==> config.mk <==
export PLATFORM = sky130hd
export DESIGN_NAME = flight_phase_detector
export DESIGN_NICKNAME = d
export VERILOG_FILES = /design/src/rtl/core/fpd_pkg.sv /design/src/rtl/core/flight_phase_detector.sv
export SDC_FILE = /design/constraint.sdc
export NUM_CORES = 1
export LEC_CHECK = 0
export BUFFER_PORTS_ARGS = -buffer_cell sky130_fd_sc_hd__buf_2
export CAP_MARGIN = 20
export CORE_ASPECT_RATIO = 0.7
export CORE_UTILIZATION = 60
export CTS_BUF_LIST = sky130_fd_sc_hd__clkbuf_8
export CTS_CLUSTER_DIAMETER = 150
export DETAILED_ROUTE_END_ITERATION = 7
export PLACE_DENSITY = 0.78
export SLEW_MARGIN = 20
export SYNTH_ARGS = -nofsm -noshare
export SYNTH_HDL_FRONTEND = slang
export SYNTH_SLANG_ARGS = --single-unit
==> constraint.sdc <==
create_clock -name clk -period 12.1 [get_ports clk]
set_input_delay 1.815 -clock clk [delete_from_list [all_inputs] [get_ports clk]]
set_output_delay 1.815 -clock clk [all_outputs]
set_load 0.05 [all_outputs]
==> src/rtl/core/fpd_pkg.sv <==
package fpd_pkg;

  typedef enum logic [2:0] {
    PH_UNKNOWN  = 3'd0,
    PH_GROUND   = 3'd1,
    PH_DEPART   = 3'd2,
    PH_APPROACH = 3'd3,
    PH_FLYING   = 3'd4,
    PH_FAR      = 3'd5
  } phase_t;

  typedef enum logic [1:0] {
    SIT_GROUND = 2'd0,
    SIT_LOW    = 2'd1,
    SIT_FLY    = 2'd2
  } sit_t;

  typedef enum logic [2:0] {
    REG_IS_MOTORGLIDER   = 3'd0,
    REG_MAX_SPEED        = 3'd1,
    REG_MAX_SPEED_CHANGE = 3'd2,
    REG_MAX_ALT_CHANGE   = 3'd3,
    REG_KEEPALIVE_TICKS  = 3'd4,
    REG_LANDING_TICKS    = 3'd5
  } reg_idx_t;

  localparam int ALT_W   = 16;
  localparam int SPD_W   = 10;
  localparam int LIM_W   = 9;
  localparam int CNT_W   = 16;
  localparam int CFG_W   = 16;
  localparam int CFG_I_W = 3;
  localparam int IN_W    = 32;
  localparam int OUT_W   = 8;

  localparam logic [LIM_W-1:0] MAX_SPEED_RST        = 9'd111;
  localparam logic [LIM_W-1:0] MAX_SPEED_CHANGE_RST = 9'd27;
  localparam logic [ALT_W-1:0] MAX_ALT_CHANGE_RST   = 16'd100;
  localparam logic [CNT_W-1:0] KEEPALIVE_TICKS_RST  = 16'd30;
  localparam logic [CNT_W-1:0] LANDING_TICKS_RST    = 16'd300;

  localparam logic signed [SPD_W-1:0] SPD_GROUND = 10'sd2;
  localparam logic signed [SPD_W-1:0] SPD_SLOW   = 10'sd10;
  localparam logic signed [SPD_W-1:0] SPD_LOW    = 10'sd40;
  localparam logic signed [ALT_W-1:0] ALT_LOW    = 16'sd40;

endpackage

==> src/rtl/core/flight_phase_detector.sv <==
// Flight phase tracker for one nearby aircraft. Each request on the input
// stream is either a traffic sample (tuser low) or a 100 ms time tick (tuser
// high), and each produces exactly one result carrying the phase after the
// request together with the plausible, departure, landing, touch-and-go and
// remove flags. The whole decision for a request is a few comparisons ahead
// of the state and result registers, so one request is taken every cycle
// while the result register is empty or being read. The configuration
// registers should only be written while no result is pending.
module flight_phase_detector (
  input  logic                          clk,
  input  logic                          rst_n,
  input  logic                          cfg_we,
  input  logic [fpd_pkg::CFG_I_W-1:0]   cfg_index,
  input  logic [fpd_pkg::CFG_W-1:0]     cfg_data,
  input  logic                          in_tvalid,
  output logic                          in_tready,
  // rel_altitude[15:0], ground_speed[25:16], zero fill
  input  logic [fpd_pkg::IN_W-1:0]      in_tdata,
  // opcode
  input  logic                          in_tuser,
  output logic                          out_tvalid,
  input  logic                          out_tready,
  // flight_state[2:0], plausible[3], departure[4], landing[5],
  // touch_and_go[6], remove[7]
  output logic [fpd_pkg::OUT_W-1:0]     out_tdata
);
  import fpd_pkg::*;

  logic             is_mg_r;
  logic [LIM_W-1:0] max_speed_r;
  logic [LIM_W-1:0] max_speed_change_r;
  logic [ALT_W-1:0] max_alt_change_r;
  logic [CNT_W-1:0] keepalive_ticks_r;
  logic [CNT_W-1:0] landing_ticks_r;

  phase_t                  phase_r, phase_nxt, ka_phase;
  logic signed [ALT_W-1:0] prev_alt_r;
  logic signed [SPD_W-1:0] prev_spd_r;
  logic [CNT_W-1:0]        ka_cnt_r, ka_cnt_nxt;
  logic                    ka_act_r, ka_act_nxt;
  logic [CNT_W-1:0]        land_cnt_r, land_cnt_nxt;
  logic                    land_act_r, land_act_nxt;

  logic                out_valid_r;
  logic [OUT_W-1:0]    out_data_r;

  logic                    accept;
  logic                    is_tick;
  logic signed [ALT_W-1:0] alt;
  logic signed [SPD_W-1:0] spd;
  logic signed [ALT_W:0]   da;
  logic signed [SPD_W:0]   ds;
  logic [ALT_W:0]          da_abs;
  logic [SPD_W:0]          ds_abs;
  logic                    plaus;
  sit_t                    sit;
  logic                    ka_expire;
  logic                    land_expire;
  logic                    touchdown;
  logic                    dep, land, tag, rem;

  assign in_tready = !out_valid_r || out_tready;
  assign accept    = in_tvalid && in_tready;
  assign is_tick   = in_tuser;
  assign alt       = in_tdata[ALT_W-1:0];
  assign spd       = in_tdata[ALT_W+SPD_W-1:ALT_W];

  assign da     = {alt[ALT_W-1], alt} - {prev_alt_r[ALT_W-1], prev_alt_r};
  assign ds     = {spd[SPD_W-1], spd} - {prev_spd_r[SPD_W-1], prev_spd_r};
  assign da_abs = da[ALT_W] ? (~da + 1'b1) : da;
  assign ds_abs = ds[SPD_W] ? (~ds + 1'b1) : ds;

  assign plaus = !spd[SPD_W-1] && (spd[LIM_W-1:0] <= max_speed_r) &&
                 (da_abs <= {1'b0, max_alt_change_r}) &&
                 (ds_abs <= {2'b00, max_speed_change_r});

  always_comb begin
    if (spd < SPD_GROUND) begin
      sit = SIT_GROUND;
    end else if (spd < SPD_SLOW) begin
      sit = (alt < ALT_LOW) ? SIT_GROUND : SIT_FLY;
    end else if (spd < SPD_LOW) begin
      sit = (alt < ALT_LOW) ? SIT_LOW : SIT_FLY;
    end else begin
      sit = SIT_FLY;
    end
  end

  assign ka_expire   = is_tick && ka_act_r && (ka_cnt_r <= CNT_W'(1));
  assign land_expire = is_tick && land_act_r && (land_cnt_r <= CNT_W'(1));
  assign touchdown   = !is_tick && plaus && (sit == SIT_GROUND) &&
                       ((phase_r == PH_APPROACH) || (phase_r == PH_FLYING) ||
                        (phase_r == PH_FAR));

  // Next phase and countdowns.
  always_comb begin
    ka_phase     = phase_r;
    phase_nxt    = phase_r;
    ka_cnt_nxt   = ka_cnt_r;
    ka_act_nxt   = ka_act_r;
    land_cnt_nxt = land_cnt_r;
    land_act_nxt = land_act_r;
    if (is_tick) begin
      if (ka_expire) begin
        ka_cnt_nxt = '0;
        ka_act_nxt = 1'b0;
        case (phase_r)
          PH_APPROACH: ka_phase = PH_GROUND;
          PH_FLYING:   ka_phase = PH_FAR;
          default:     ka_phase = phase_r;
        endcase
      end else if (ka_act_r) begin
        ka_cnt_nxt = ka_cnt_r - 1'b1;
      end
      if (land_expire) begin
        land_cnt_nxt = '0;
        land_act_nxt = 1'b0;
      end else if (land_act_r) begin
        land_cnt_nxt = land_cnt_r - 1'b1;
      end
      phase_nxt = ka_phase;
    end else begin
      ka_cnt_nxt = keepalive_ticks_r;
      ka_act_nxt = 1'b1;
      if (plaus) begin
        case (phase_r)
          PH_GROUND: begin
            if (sit != SIT_GROUND) begin
              phase_nxt    = (sit == SIT_FLY) ? PH_FLYING : PH_DEPART;
              land_act_nxt = 1'b0;
            end
          end
          PH_APPROACH: begin
            if (sit == SIT_GROUND) phase_nxt = PH_GROUND;
            else if (sit == SIT_FLY) phase_nxt = PH_FLYING;
          end
          PH_FLYING: begin
            if (sit == SIT_GROUND) phase_nxt = PH_GROUND;
            else if (sit == SIT_LOW) phase_nxt = PH_APPROACH;
          end
          PH_FAR: begin
            if (sit == SIT_GROUND) phase_nxt = PH_GROUND;
            else if (sit == SIT_LOW) phase_nxt = PH_APPROACH;
            else phase_nxt = PH_FLYING;
          end
          PH_DEPART: begin
            if (sit == SIT_GROUND) phase_nxt = PH_GROUND;
            else if (sit == SIT_FLY) phase_nxt = PH_FLYING;
          end
          default: begin
            if (sit == SIT_GROUND) phase_nxt = PH_GROUND;
            else if (sit == SIT_FLY) phase_nxt = PH_FLYING;
            else phase_nxt = PH_APPROACH;
          end
        endcase
        if (touchdown && is_mg_r) begin
          land_cnt_nxt = landing_ticks_r;
          land_act_nxt = 1'b1;
        end
      end
    end
  end

  // Event flags.
  always_comb begin
    dep  = 1'b0;
    land = 1'b0;
    tag  = 1'b0;
    rem  = 1'b0;
    if (is_tick) begin
      rem  = ka_expire;
      land = (ka_expire && (phase_r == PH_APPROACH)) ||
             (land_expire && (ka_phase == PH_GROUND));
    end else if (plaus) begin
      case (phase_r)
        PH_GROUND: begin
          if (sit != SIT_GROUND) begin
            dep = !land_act_r;
            tag = land_act_r && is_mg_r;
          end
        end
        PH_APPROACH: begin
          tag  = (sit == SIT_FLY) && is_mg_r;
          land = touchdown && !is_mg_r;
        end
        PH_DEPART: land = (sit == SIT_GROUND);
        default:   land = touchdown && !is_mg_r;
      endcase
    end
  end

  always_ff @(posedge clk) begin
    if (!rst_n) begin
      is_mg_r            <= 1'b0;
      max_speed_r        <= MAX_SPEED_RST;
      max_speed_change_r <= MAX_SPEED_CHANGE_RST;
      max_alt_change_r   <= MAX_ALT_CHANGE_RST;
      keepalive_ticks_r  <= KEEPALIVE_TICKS_RST;
      landing_ticks_r    <= LANDING_TICKS_RST;
    end else if (cfg_we) begin
      case (cfg_index)
        REG_IS_MOTORGLIDER:   is_mg_r            <= cfg_data[0];
        REG_MAX_SPEED:        max_speed_r        <= cfg_data[LIM_W-1:0];
        REG_MAX_SPEED_CHANGE: max_speed_change_r <= cfg_data[LIM_W-1:0];
        REG_MAX_ALT_CHANGE:   max_alt_change_r   <= cfg_data[ALT_W-1:0];
        REG_KEEPALIVE_TICKS:  keepalive_ticks_r  <= cfg_data[CNT_W-1:0];
        REG_LANDING_TICKS:    landing_ticks_r    <= cfg_data[CNT_W-1:0];
        default: ;
      endcase
    end
  end

  always_ff @(posedge clk) begin
    if (!rst_n) begin
      phase_r    <= PH_UNKNOWN;
      prev_alt_r <= '0;
      prev_spd_r <= '0;
      ka_cnt_r   <= KEEPALIVE_TICKS_RST;
      ka_act_r   <= 1'b1;
      land_cnt_r <= '0;
      land_act_r <= 1'b0;
    end else if (accept) begin
      phase_r    <= phase_nxt;
      ka_cnt_r   <= ka_cnt_nxt;
      ka_act_r   <= ka_act_nxt;
      land_cnt_r <= land_cnt_nxt;
      land_act_r <= land_act_nxt;
      if (!is_tick) begin
        prev_alt_r <= alt;
        prev_spd_r <= spd;
      end
    end
  end

  always_ff @(posedge clk) begin
    if (!rst_n) begin
      out_valid_r <= 1'b0;
    end else if (accept) begin
      out_valid_r <= 1'b1;
    end else if (out_tready) begin
      out_valid_r <= 1'b0;
    end
  end

  always_ff @(posedge clk) begin
    if (accept) begin
      out_data_r <= {rem, tag, land, dep, plaus && !is_tick, phase_nxt};
    end
  end

  assign out_tvalid = out_valid_r;
  assign out_tdata  = out_data_r;

endmodule

### Word-level counts from Yosys, hierarchy flattened

Cells that the tools add are included.

| storage, ports and cells | value |
|---|---|
| flip-flop bits (word level) | 139 |
| bits of input ports | 57 |
| logic and storage cells | 150 |

| cells by class | value |
|---|---|
| add/subtract/negate cells | 6 |
| $lt $le $gt $ge | 9 |
| equal/unequal tests | 17 |
| muxes and demuxes | 46 |
| bitwise gates (word level) | 6 |
| reduce and logical (&&, ||, !) cells | 48 |

Operators by type and width:

| kind | count |
|---|---|
| 16-bit two-way mux | 8 |
| 3-bit two-way mux | 14 |
| 16-bit by 1-bit <= comparator with 1-bit output (second input constant) | 2 |
| 16-bit by 1-bit subtractor with 16-bit output (second input constant) | 2 |
| 2-bit AND reduction | 9 |
| 17-bit by 1-bit adder with 17-bit output (second input constant) | 1 |
| 17-bit by 16-bit <= comparator with 1-bit output | 1 |
| 1-bit logical AND | 17 |
| 17-bit two-way mux | 1 |
| 17-bit NOT | 1 |
| 16-bit by 16-bit subtractor with 17-bit output | 1 |
| 16-bit by 7-bit < comparator with 1-bit output (second input constant) | 1 |
| 1-bit two-way mux | 13 |
| 3-bit by 2-bit equality test with 1-bit output (second input constant) | 4 |
| 3-bit equality test (second input constant) | 4 |
| 3-bit case mux with 4 select lines | 1 |
| 11-bit by 1-bit adder with 11-bit output (second input constant) | 1 |
| 11-bit by 9-bit <= comparator with 1-bit output | 1 |
| 11-bit two-way mux | 1 |
| 11-bit NOT | 1 |
| 10-bit by 10-bit subtractor with 11-bit output | 1 |
| 10-bit by 3-bit < comparator with 1-bit output (second input constant) | 1 |
| 10-bit by 5-bit < comparator with 1-bit output (second input constant) | 1 |
| 10-bit by 7-bit < comparator with 1-bit output (second input constant) | 1 |
| other kinds (20) | 44 |

### Longest topological paths before layout

Gate-level depths: netlist (run 1).

| depth | value |
|---|---|
| depth in word-level cells | 14 |
| gate-level depth with buffers | 22 |

### Worst setup path after synthesis (run 1)

No wires, ideal clock.

| timing | value |
|---|---|
| kind | input port to flip-flop |
| start | input in_tdata[0] (netlist name) |
| end | register out_data_r[2], in the netlist out_tdata[2], data pin |
| setup time | 0.260 ns |
| arrival | 5.661 ns |
| slack | 6.179 ns |
| cell stages on the path | 20 |
| cell sequence | inv_1 ha_1 fa_1 nand2b_1 a21oi_1 o31a_2 o21ai_1 a221oi_2 nor2_1 xnor2_1 ha_1 a21o_1 a21o_1 a211oi_1 o21ai_0 a211oi_1 a21o_1 o2111a_1 nand2_1 mux2_2 |

| between the ends | value |
|---|---|
| cells in the longest elaborated chain, start to end | 11 |
| elaborated cells between the ends (all ways) | 30 |
| classes of those cells | add/sub (2); order compare (2); eq/ne (2); mux (19); bitwise (1); reduce/logical (4) |

RTL lines:

| what | RTL line | text |
|---|---|---|
| start: declaration | flight_phase_detector.sv:18 | `input logic [fpd_pkg::IN_W-1:0] in_tdata,` |
| branches (longest 9 deep; another with 16-bit by 16-bit subtractor with 17-bit output) | - |  |
| 3-bit two-way mux * | flight_phase_detector.sv:125 | `if (plaus) begin` |
| 3-bit two-way mux * | flight_phase_detector.sv:103 | `if (is_tick) begin` |
| named net phase_nxt[2] | flight_phase_detector.sv:36 | `phase_t phase_r, phase_nxt, ka_phase;` |
| end signal: assignment | flight_phase_detector.sv:247 | `out_data_r <= {rem, tag, land, dep, plaus && !is_tick, phase_nxt};` |
| end: declaration | flight_phase_detector.sv:45 | `logic [OUT_W-1:0] out_data_r;` |

Mark *: on every way through the listed nets, which the timed path passes.
A chain may end at the register's enable or synchronous reset.

### Final worst setup path (run 1)

Same ends and word-level chain as after synthesis.

==> flow_metrics.env, run 1 <==
export IMPL_synth_xor_area_share_pct=4.612
export IMPL_grt_max_degree=61
export IMPL_cts_tree="yes"
export IMPL_avgRoutedWirePerCell_um=16.47
export IMPL_hold_depth=2
export IMPL_cts_root_buf="clkbuf_8"
export IMPL_rows=37
export IMPL_fillers=1286
export IMPL_yosys_top_cells_count="nand2_1, dfxtp_1, a21oi_1, inv_1, nor2_1"
export IMPL_worstPathCellList="buf_2 -> inv_1 -> ha_1 -> fa_1 -> nand2b_1 -> a21oi_1 -> nor2_1 -> nor4_1 -> nand3_1 -> nand2_1 -> xnor2_1 -> ha_1 -> a21o_1 -> a21o_1 -> a21oi_1 -> nor2b_1 -> o21ai_0 -> a21o_1 -> o2111a_1 -> nand2_1 -> mux2_2"
export IMPL_fin_skew_ns=0.01325
export IMPL_yosysTopAreaCellShare_pct=28.77
export IMPL_tightest_slew_ns=1.051
export IMPL_port_buffer_count=60
export IMPL_min_period_over_period_pct=57.58
export IMPL_dpl_cell_area_mm2=0.009487
export IMPL_synth_most_common_cell="nand2_1"
export IMPL_fp_coreArea_mm2=0.01477
export IMPL_p_per_area_mw_per_mm2=118.6
export IMPL_numCtsBuffers=17
export IMPL_synthAdderAreaFrac_pct=9.607
export IMPL_path_common_cell="a21o_1"
export IMPL_chipWidth_um=149.3
export IMPL_yosys_area_top_type="dfxtp_1"
export IMPL_syn2layout_area_growth_pct=8.702
export IMPL_crit_slowest_cell="nor4_1"
export IMPL_drtAntennaViolNets=0
export IMPL_drive_gt1_share_pct=9.588
export IMPL_synth_seq_cells=139
export IMPL_n_antenna_cell=0
export IMPL_drc=0
export IMPL_cts_setup_buffers=0
export IMPL_vias=8840
export IMPL_relSlewSlack_pct=29.73
export IMPL_yosys_warnings=0
export IMPL_hold_end="keepalive_ticks_r[12]"
export IMPL_fmax_ghz=0.1435
export IMPL_cp_end_kind="flip-flop"
export IMPL_r2r_setup_slack_ns=6.29
export IMPL_r2r_start="prev_alt_r[0]"
export IMPL_path_clk_slew_ns=0.08
export IMPL_drt_iter0_drc=919
export IMPL_multi_input_area_mm2=0.005695
export IMPL_synth_area_top_cells="dfxtp_1, nand2_1, ha_1"
export IMPL_cts_resized=0
export IMPL_gp_congestion=0.9237
export IMPL_hold_viol_final=0
export IMPL_final_design_area_no_fill_mm2=0.009910
export IMPL_grt_usage_pct=31.61
export IMPL_clock_path_buffers=2
export IMPL_h_tree_depth=4
export IMPL_cap_violations=0
export IMPL_critPathArrivalTime_ns=7.19
export IMPL_slowest_delay_ns=0.60
export IMPL_worstSetupStartpointType="input port"
export IMPL_setup_viol=0
export IMPL_antenna_found_initial=0
export IMPL_status="finished, final reports clean"
export IMPL_min_from="keepalive_ticks_r[12]"
export IMPL_async_flop_share_pct=0
export IMPL_synth_top_family_by_area="simple AND/OR/NAND/NOR gates"
export IMPL_avgSynthCellArea_um2=7.472
export IMPL_synth_edff_count=8
export IMPL_nets=1374
export IMPL_irDropWorstVdd_mv=0.07501
export IMPL_clk_latency_ns=0.47
export IMPL_tns_ns=0
export IMPL_hpwlAfterDp_um=16920
export IMPL_rsz0062_at_grt="no"
export IMPL_die_h_um=105.1
export IMPL_clock_sinks=139
export IMPL_synth_distinct_cells=76
export IMPL_slew_viol_final=0
export IMPL_rr_worst_depth=19
export IMPL_grt_pass1_wl_um=39190
export IMPL_syn_area_mm2=0.009116
export IMPL_synth_nets=1345
export IMPL_hp_class="flip-flop to flip-flop"
export IMPL_min_period_ns=6.967
export IMPL_synthCells=1220
export IMPL_yosysSeqAreaShare_pct=31.40
export IMPL_synthMuxAreaShare_pct=1.674
export IMPL_crit_type="input port to flip-flop"
export IMPL_dr_pass1_iters=5
export IMPL_viasPerCell=6.067
export IMPL_worst_path_max_fanout=13
export IMPL_io_pins=67
export IMPL_synth_compound_area_share_pct=22.22
export IMPL_synth_simple_area_share_pct=24.27
export IMPL_grt_pass1_vias=7948
export IMPL_p_leak_nw=3.988
export IMPL_synth_ff_type="dfxtp_1"
export IMPL_r2r_end="out_tdata[2]"
export IMPL_routed_wirelength_um=24000
export IMPL_worst_ep_required_time_ns=12.33
export IMPL_hold_buffers=0
export IMPL_die_area_mm2=0.01570
export IMPL_start_util_pct=61.73
export IMPL_seq_area_mm2=0.002863
export IMPL_overflow=0
## flip-flops by register name, summed over array words and instances, names as in the netlist
name,count
keepalive_ticks_r,16
ka_cnt_r,16
is_mg_r,1
prev_alt_r,16
land_act_r,1
prev_spd_r,10
out_tdata,8
ka_act_r,1
land_cnt_r,16
max_speed_r,9
landing_ticks_r,16
phase_r,3
max_alt_change_r,16
max_speed_change_r,9
out_tvalid,1
## cell usage in the layout (no fill, tap or decap), types with 18 or more instances in the layout
cell / Yosys / final
nand2_1: 250 / 250
dfxtp_1: 131 / 131
a21oi_1: 124 / 124
inv_1: 89 / 88
nor2_1: 85 / 84
ha_1: 66 / 66
buf_2: 3 / 60
o21ai_0: 49 / 49
nand3_1: 32 / 32
xnor2_1: 26 / 26
nor3_1: 25 / 25
xor2_1: 22 / 22
a21o_1: 20 / 20
o211ai_1: 20 / 20
nor2b_1: 18 / 18
clkbuf_8: 0 / 18
## report_power, final
part | switching (mW) | internal [mW]
sequential | 0.00765 | 0.474
clock | 0.198 | 0.210
combinational | 0.174 | 0.111
total | 0.380 | 0.795
## layout make-up
type	count	area share (%)
repair buffers	66	3.561
clock buffers	18	2.500
inverters	90	3.409
multi-input cells	935	57.47
flip-flops and latches	139	28.89
clock inverters	14	1.705
well taps	195	2.462
## stage by stage
step	util [%]	setup WS [ns]	std cells	total power [mW]	hold slack [ns]
floorplan	-	6.179	1220	0.7003	0.4326
global placement	64.14	4.994	1424	0.7623	0.4427
detailed placement	64.24	4.851	1425	0.7715	0.4482
CTS	67.06	5.274	1457	1.174	0.4594
global route	67.10	4.771	1457	1.230	0.4795
finish	67.10	5.133	1457	1.175	0.4566
## worst max-delay path by stage
stage                              end         from
final                     out_tdata[2]  in_tdata[0]
after global routing      out_tdata[6]  in_tdata[0]
after CTS                 out_tdata[2]  in_tdata[0]
after detailed placement  out_tdata[2]  in_tdata[0]
after global placement    out_tdata[2]  in_tdata[0]
after floorplan           out_tdata[2]  in_tdata[0]
## kinds of logic after synthesis
logic type | after synthesis
AO/OA/AOI/OAI | 313
XOR/XNOR | 48
adder cells (fa/ha/maj) | 69
buffers and inverters | 146
flip-flops | 139
multiplexers | 15
AND/OR/NAND/NOR | 490
## per-layer routing
metal / wire length (um) / up-vias / GRT usage (%)
li1: - / 4323 / -
met1: 11300 / 4155 / 45.73
met2: 10170 / 315 / 46.45
met3: 2064 / 47 / 6.288
met4: 455 / 0 / 10.42
met5: 0 / - / 0
## critical path, delay by kind of cell
kind / cells / cell delay [ns]
buf+inv: 2 / 0.13
mux: 1 / 0.35
simple gates: 7 / 1.87
xor+xnor: 1 / 0.14
compound gates: 7 / 1.98
fa+ha+maj: 3 / 0.87
No activity file was read; power rests on OpenSTA's default activity.
==> run 2: changes to the inputs <==
- clock period: 12.1 -> 7.3 ns (I/O delays scaled with it)
==> flow_metrics.env, run 2 (same netlist as run 1, synthesis figures left out) <==
export IMPL_drc=0
export IMPL_hold_buffers=0
export IMPL_layout_commonest_cell="nand2_1"
export IMPL_seqPwrFrac_pct=40.0
export IMPL_nets=1374
export IMPL_n_antenna_cell=0
export IMPL_tightest_slew_ns=1.079
export IMPL_grt_max_degree=71
export IMPL_viasPerCell=6.041
export IMPL_syn2layout_area_growth_pct=8.935
export IMPL_drive_gt1_share_pct=9.509
export IMPL_grt_pass1_wl_um=39710
export IMPL_r2r_end="out_tdata[2]"
export IMPL_setup_viol=0
export IMPL_crit_type="input port to flip-flop"
export IMPL_p_per_area_mw_per_mm2=201.0
export IMPL_route_met2_wl_um=9955
export IMPL_rows=37
export IMPL_cts_setup_buffers=0
export IMPL_fin_skew_ns=0.01703
export IMPL_dr_pass1_iters=7
export IMPL_antenna_found_initial=0
export IMPL_die_area_mm2=0.01570
export IMPL_p_switching_mw=0.6331
export IMPL_die_h_um=105.1
export IMPL_hp_class="flip-flop to flip-flop"
export IMPL_hpwlAfterDp_um=16850
export IMPL_hold_depth=2
export IMPL_path_clk_slew_ns=0.08
export IMPL_r2r_setup_slack_ns=2.03
export IMPL_r2r_start="prev_alt_r[0]"
export IMPL_fmax_ghz=0.1748
export IMPL_worst_path_max_fanout=13
export IMPL_grt_usage_pct=31.95
export IMPL_start_util_pct=61.73
export IMPL_clock_sinks=139
export IMPL_clk_latency_ns=0.47
export IMPL_clock_path_buffers=2
export IMPL_cp_end_kind="flip-flop"
export IMPL_status="finished, final reports clean"
export IMPL_worstSetupStartpointType="input port"
export IMPL_h_tree_depth=4
export IMPL_io_pins=67
export IMPL_p_int_mw=1.363
export IMPL_port_buffer_count=60
export IMPL_cts_root_buf="clkbuf_8"
export IMPL_chipWidth_um=149.3
export IMPL_final_design_area_no_fill_mm2=0.009931
export IMPL_drt_iter0_drc=810
export IMPL_swShare_pct=31.71
export IMPL_critPathArrivalTime_ns=5.93
export IMPL_tns_ns=0
export IMPL_crit_start="in_tdata[0]"
export IMPL_min_period_ns=5.720
export IMPL_drtAntennaViolNets=0
export IMPL_cap_violations=0
export IMPL_relSlewSlack_pct=27.90
export IMPL_final_cell_mix="nand2_1, dfxtp_1, a21oi_1"
export IMPL_grt_pass1_vias=7948
export IMPL_numCtsBuffers=17
export IMPL_top_layer_used="met4"
export IMPL_clockPowerShare_pct=36.3
export IMPL_cts_resized=0
export IMPL_routed_wirelength_um=24010
export IMPL_wl_met3_um=2194
export IMPL_final_util_pct=67.25
export IMPL_hold_slack_ns=0.4565
export IMPL_power_frac_comb_pct=23.7
export IMPL_wl_met1_um=11480
export IMPL_fp_coreArea_mm2=0.01477
export IMPL_gp_congestion=0.9042
export IMPL_pre_cts_ws_ns=1.187
export IMPL_p_leak_nw=4.004
export IMPL_setup_slack_ns=1.580
export IMPL_rr_worst_depth=20
export IMPL_hold_viol_final=0
export IMPL_avgRoutedWirePerCell_um=16.48
export IMPL_slew_viol_final=0
export IMPL_dpl_cell_area_mm2=0.009483
export IMPL_vias=8802
export IMPL_cts_tree="yes"
export IMPL_overflow=0
export IMPL_fillers=1338
export IMPL_worst_ep_required_time_ns=7.51
export IMPL_min_period_over_period_pct=78.35
export IMPL_critPathCapture="out_tdata[2]"
export IMPL_irDropWorstVdd_mv=0.1202
export IMPL_rsz0062_at_grt="no"
==> run 2: final cells by class <==
type	instances	area [um^2]	area share, %
Sequential cell	139	2863	28.83
Clock inverter	13	186.4	1.877
Multi-Input combinational cell	935	5689	57.29
Clock buffer	19	261.5	2.633
Timing Repair Buffer	66	349.1	3.515
Tap cell	195	244.0	2.457
Inverter	90	337.8	3.402
==> run 2: stage by stage <==
stage,std cells,power (mW)
floorplan,1220,1.161
global placement,1424,1.264
detailed placement,1425,1.277
CTS,1457,1.993
global route,1457,2.089
finish,1457,1.997
==> run 2: how the worst min path moves through the flow <==
stage                                   start             endpoint  slack [ns]
after floorplan            landing_ticks_r[8]   landing_ticks_r[8]        0.43
after global placement         max_speed_r[8]       max_speed_r[8]        0.44
after detailed placement   landing_ticks_r[2]   landing_ticks_r[2]        0.45
after CTS                       prev_spd_r[1]        prev_spd_r[1]        0.46
after global routing       landing_ticks_r[4]   landing_ticks_r[4]        0.47
final                     max_alt_change_r[7]  max_alt_change_r[7]        0.46
==> run 2: power by group through the flow <==
stage	combinational, mW	sequential (mW)	clock [mW]
final	0.473	0.799	0.725
after floorplan	0.338	0.823	0
after global routing	0.528	0.802	0.759
after CTS	0.465	0.799	0.729
after global placement	0.448	0.816	0
after detailed placement	0.461	0.817	0
==> run 2: routing by layer <==
metal / vias up / global-route usage, %
met1: 4084 / 47.14
met3: 37 / 7.467
li1: 4328 / -
met4: 0 / 7.726
met5: - / 0
met2: 353 / 46.28
==> run 2: critical path, stage by stage <==
cell      delay, ns
buf_2          0.10
inv_1          0.04
ha_1           0.21
fa_1           0.40
nand2b_1       0.19
a21oi_1        0.34
nor2_1         0.17
nor4_1         0.56
nand3_1        0.34
nand2_1        0.17
xnor2_1        0.13
ha_1           0.26
a21o_1         0.18
a21o_1         0.18
a21oi_1        0.14
nor2b_1        0.06
o21ai_0        0.19
a21o_1         0.25
o2111a_1       0.21
buf_4          0.21
nand2_1        0.19
mux2_2         0.32
==> run 3: changes to the inputs <==
- ABC_AREA: default -> 1
- CORE_UTILIZATION: 60 -> 57
- clock period: 7.3 -> 4.6 ns (I/O delays scaled with it)
==> flow_metrics.env, run 3 <==
export IMPL_status="finished, final reports clean"
export IMPL_die_area_mm2=0.01658
export IMPL_drc=0
export IMPL_yosysTopAreaCellShare_pct=28.65
export IMPL_viasPerCell=5.345
export IMPL_cp_end_kind="flip-flop"
export IMPL_clk_latency_ns=0.46
export IMPL_path_clk_slew_ns=0.09
export IMPL_synth_seq_cells=139
export IMPL_cts_root_buf="clkbuf_8"
export IMPL_dpl_cell_area_mm2=0.009883
export IMPL_final_cell_mix="nand2_1, inv_1, nor2_1"
export IMPL_yosys_area_top_type="dfxtp_1"
export IMPL_critPathArrivalTime_ns=4.70
export IMPL_p_per_area_mw_per_mm2=314.5
export IMPL_grt_pass1_vias=7764
export IMPL_avgSynthCellArea_um2=6.731
export IMPL_irDropWorstVdd_mv=0.2584
export IMPL_hold_slack_ns=0.4612
export IMPL_synth_ff_type="dfxtp_1"
export IMPL_grt_pass1_wl_um=37670
export IMPL_fillers=1401
export IMPL_antenna_found_initial=0
export IMPL_grt_max_degree=51
export IMPL_slew_viol_final=0
export IMPL_grt_usage_pct=28.68
export IMPL_synth_distinct_cells=49
export IMPL_routed_wirelength_um=22970
export IMPL_avgRoutedWirePerCell_um=13.84
export IMPL_fin_cells=1659
export IMPL_fmax_ghz=0.2308
export IMPL_slowest_delay_ns=0.35
export IMPL_dr_pass1_iters=5
export IMPL_clock_sinks=139
export IMPL_cts_tree="yes"
export IMPL_port_buffer_count=60
export IMPL_hold_buffers=0
export IMPL_drive_gt1_share_pct=13.02
export IMPL_h_tree_depth=4
export IMPL_synth_edff_count=8
export IMPL_async_flop_share_pct=0
export IMPL_setup_viol=0
export IMPL_worst_path_max_fanout=9
export IMPL_dp_cells=1623
export IMPL_final_design_area_no_fill_mm2=0.01038
export IMPL_drtAntennaViolNets=0
export IMPL_tightest_slew_ns=0.9249
export IMPL_syn2layout_area_growth_pct=13.40
export IMPL_seq_area_mm2=0.002863
export IMPL_worst_ep_required_time_ns=4.96
export IMPL_p_leak_nw=5.053
export IMPL_final_util_pct=66.56
export IMPL_yosys_top_cells_count="nand2_1, inv_1, nor2_1, dfxtp_1, a21oi_1"
export IMPL_crit_slowest_cell="fa_2"
export IMPL_layout_commonest_cell="nand2_1"
export IMPL_syn_area_mm2=0.009154
export IMPL_drt_iter0_drc=657
export IMPL_gp_congestion=0.9147
export IMPL_min_period_over_period_pct=94.21
export IMPL_rows=38
export IMPL_clock_path_buffers=2
export IMPL_min_period_ns=4.334
export IMPL_fp_coreArea_mm2=0.01560
export IMPL_path_common_cell="nand2_1"
export IMPL_multi_input_area_mm2=0.005371
export IMPL_synth_nets=1485
export IMPL_die_h_um=108.0
export IMPL_synth_most_common_cell="nand2_1"
export IMPL_synthCells=1360
export IMPL_yosys_warnings=0
export IMPL_hpwlAfterDp_um=16690
export IMPL_fin_skew_ns=0.008075
export IMPL_crit_type="input port to flip-flop"
export IMPL_hp_class="flip-flop to flip-flop"
export IMPL_nets=1571
export IMPL_overflow=0
export IMPL_chipWidth_um=153.5
export IMPL_yosysSeqAreaShare_pct=31.27
export IMPL_synth_area_top_cells="dfxtp_1, nand2_1, ha_1"
export IMPL_relSlewSlack_pct=38.11
export IMPL_start_util_pct=58.70
export IMPL_worstSetupStartpointType="input port"
export IMPL_hold_viol_final=0
export IMPL_numCtsBuffers=17
export IMPL_n_antenna_cell=0
export IMPL_io_pins=67
export IMPL_vias=8868
export IMPL_cap_violations=0
==> run 3: cell count changes in the layout (fill, tap and decap cells not counted), sizes merged, moves of 18 or more <==
cell   change
a21o      -20
buf       +42
inv      +120
nand2     +46
nand3     +38
nor2      +56
nor2b     -18
o21ai     +63
==> run 3: through the flow <==
| stage | setup WS [ns] | setup TNS, ns | total power [mW] |
|---|---|---|---|
| floorplan | 0.3480 | 0 | 2.014 |
| global placement | -0.2170 | -2.999 | 2.254 |
| detailed placement | -0.3864 | -6.099 | 2.282 |
| CTS | 0.05302 | 0 | 3.242 |
| global route | -0.03200 | -0.1053 | 3.477 |
| finish | 0.2663 | 0 | 3.264 |
==> run 3: what timing repair did <==
| item | 4_1_cts | 5_1_grt |
|---|---|---|
| endpoints found under the setup margin | 0 | 25 |
| buffers inserted | 0 | 3 |
| endpoints found under the hold margin | 0 | 0 |
| gates resized for setup | 0 | 21 |
==> run 3: final timing paths <==
kind	start	endpoint	slack (ns)	cells past startpoint
hold / removal	prev_alt_r[5]	prev_alt_r[5]	0.46	2
setup / recovery	in_tdata[0]	land_cnt_r[4]	0.27	31
hold reg to reg	prev_alt_r[5]	prev_alt_r[5]	0.46	2
setup reg to reg	prev_alt_r[0]	land_cnt_r[4]	0.34	29
==> run 3: power by group <==
group          switching, mW  leakage (nW)  internal [mW]
logic                  0.620          3.72          0.396
registers             0.0231          1.15           1.27
clock network          0.518         0.185          0.441
==> run 3: final cells by class <==
class                           instances  share of cell area [%]
Multi-Input combinational cell        969                   51.75
Tap cell                              200                   2.411
Inverter                              210                   7.690
Clock inverter                         14                   1.181
Sequential cell                       139                   27.58
Clock buffer                           18                   2.387
Timing Repair Buffer                  109                   7.003
==> run 3: logic make-up (layout without fill, tap and decap cells) <==
family,Yosys count,in the layout,synth area share [%]
AND/OR/NAND/NOR,560,560,26.54
adder cells (fa/ha/maj),68,68,9.459
AO/OA/AOI/OAI,300,300,17.99
flip-flops,139,139,31.27
buffers and inverters,252,351,10.81
XOR/XNOR,41,41,3.923
==> run 3: critical path, delay by kind of cell <==
family	cells	cell delay [ns]
buffers and inverters	7	0.64
XOR/XNOR	1	0.16
adder cells (fa/ha/maj)	3	0.85
AND/OR/NAND/NOR	20	2.35
==> run 3: metal layers <==
metal	up-vias	track usage (%)	routed length, um
met2	232	43.87	9813
li1	4632	-	-
met5	-	0	0
met3	27	6.092	1454
met4	0	7.286	308
met1	3977	40.98	11390
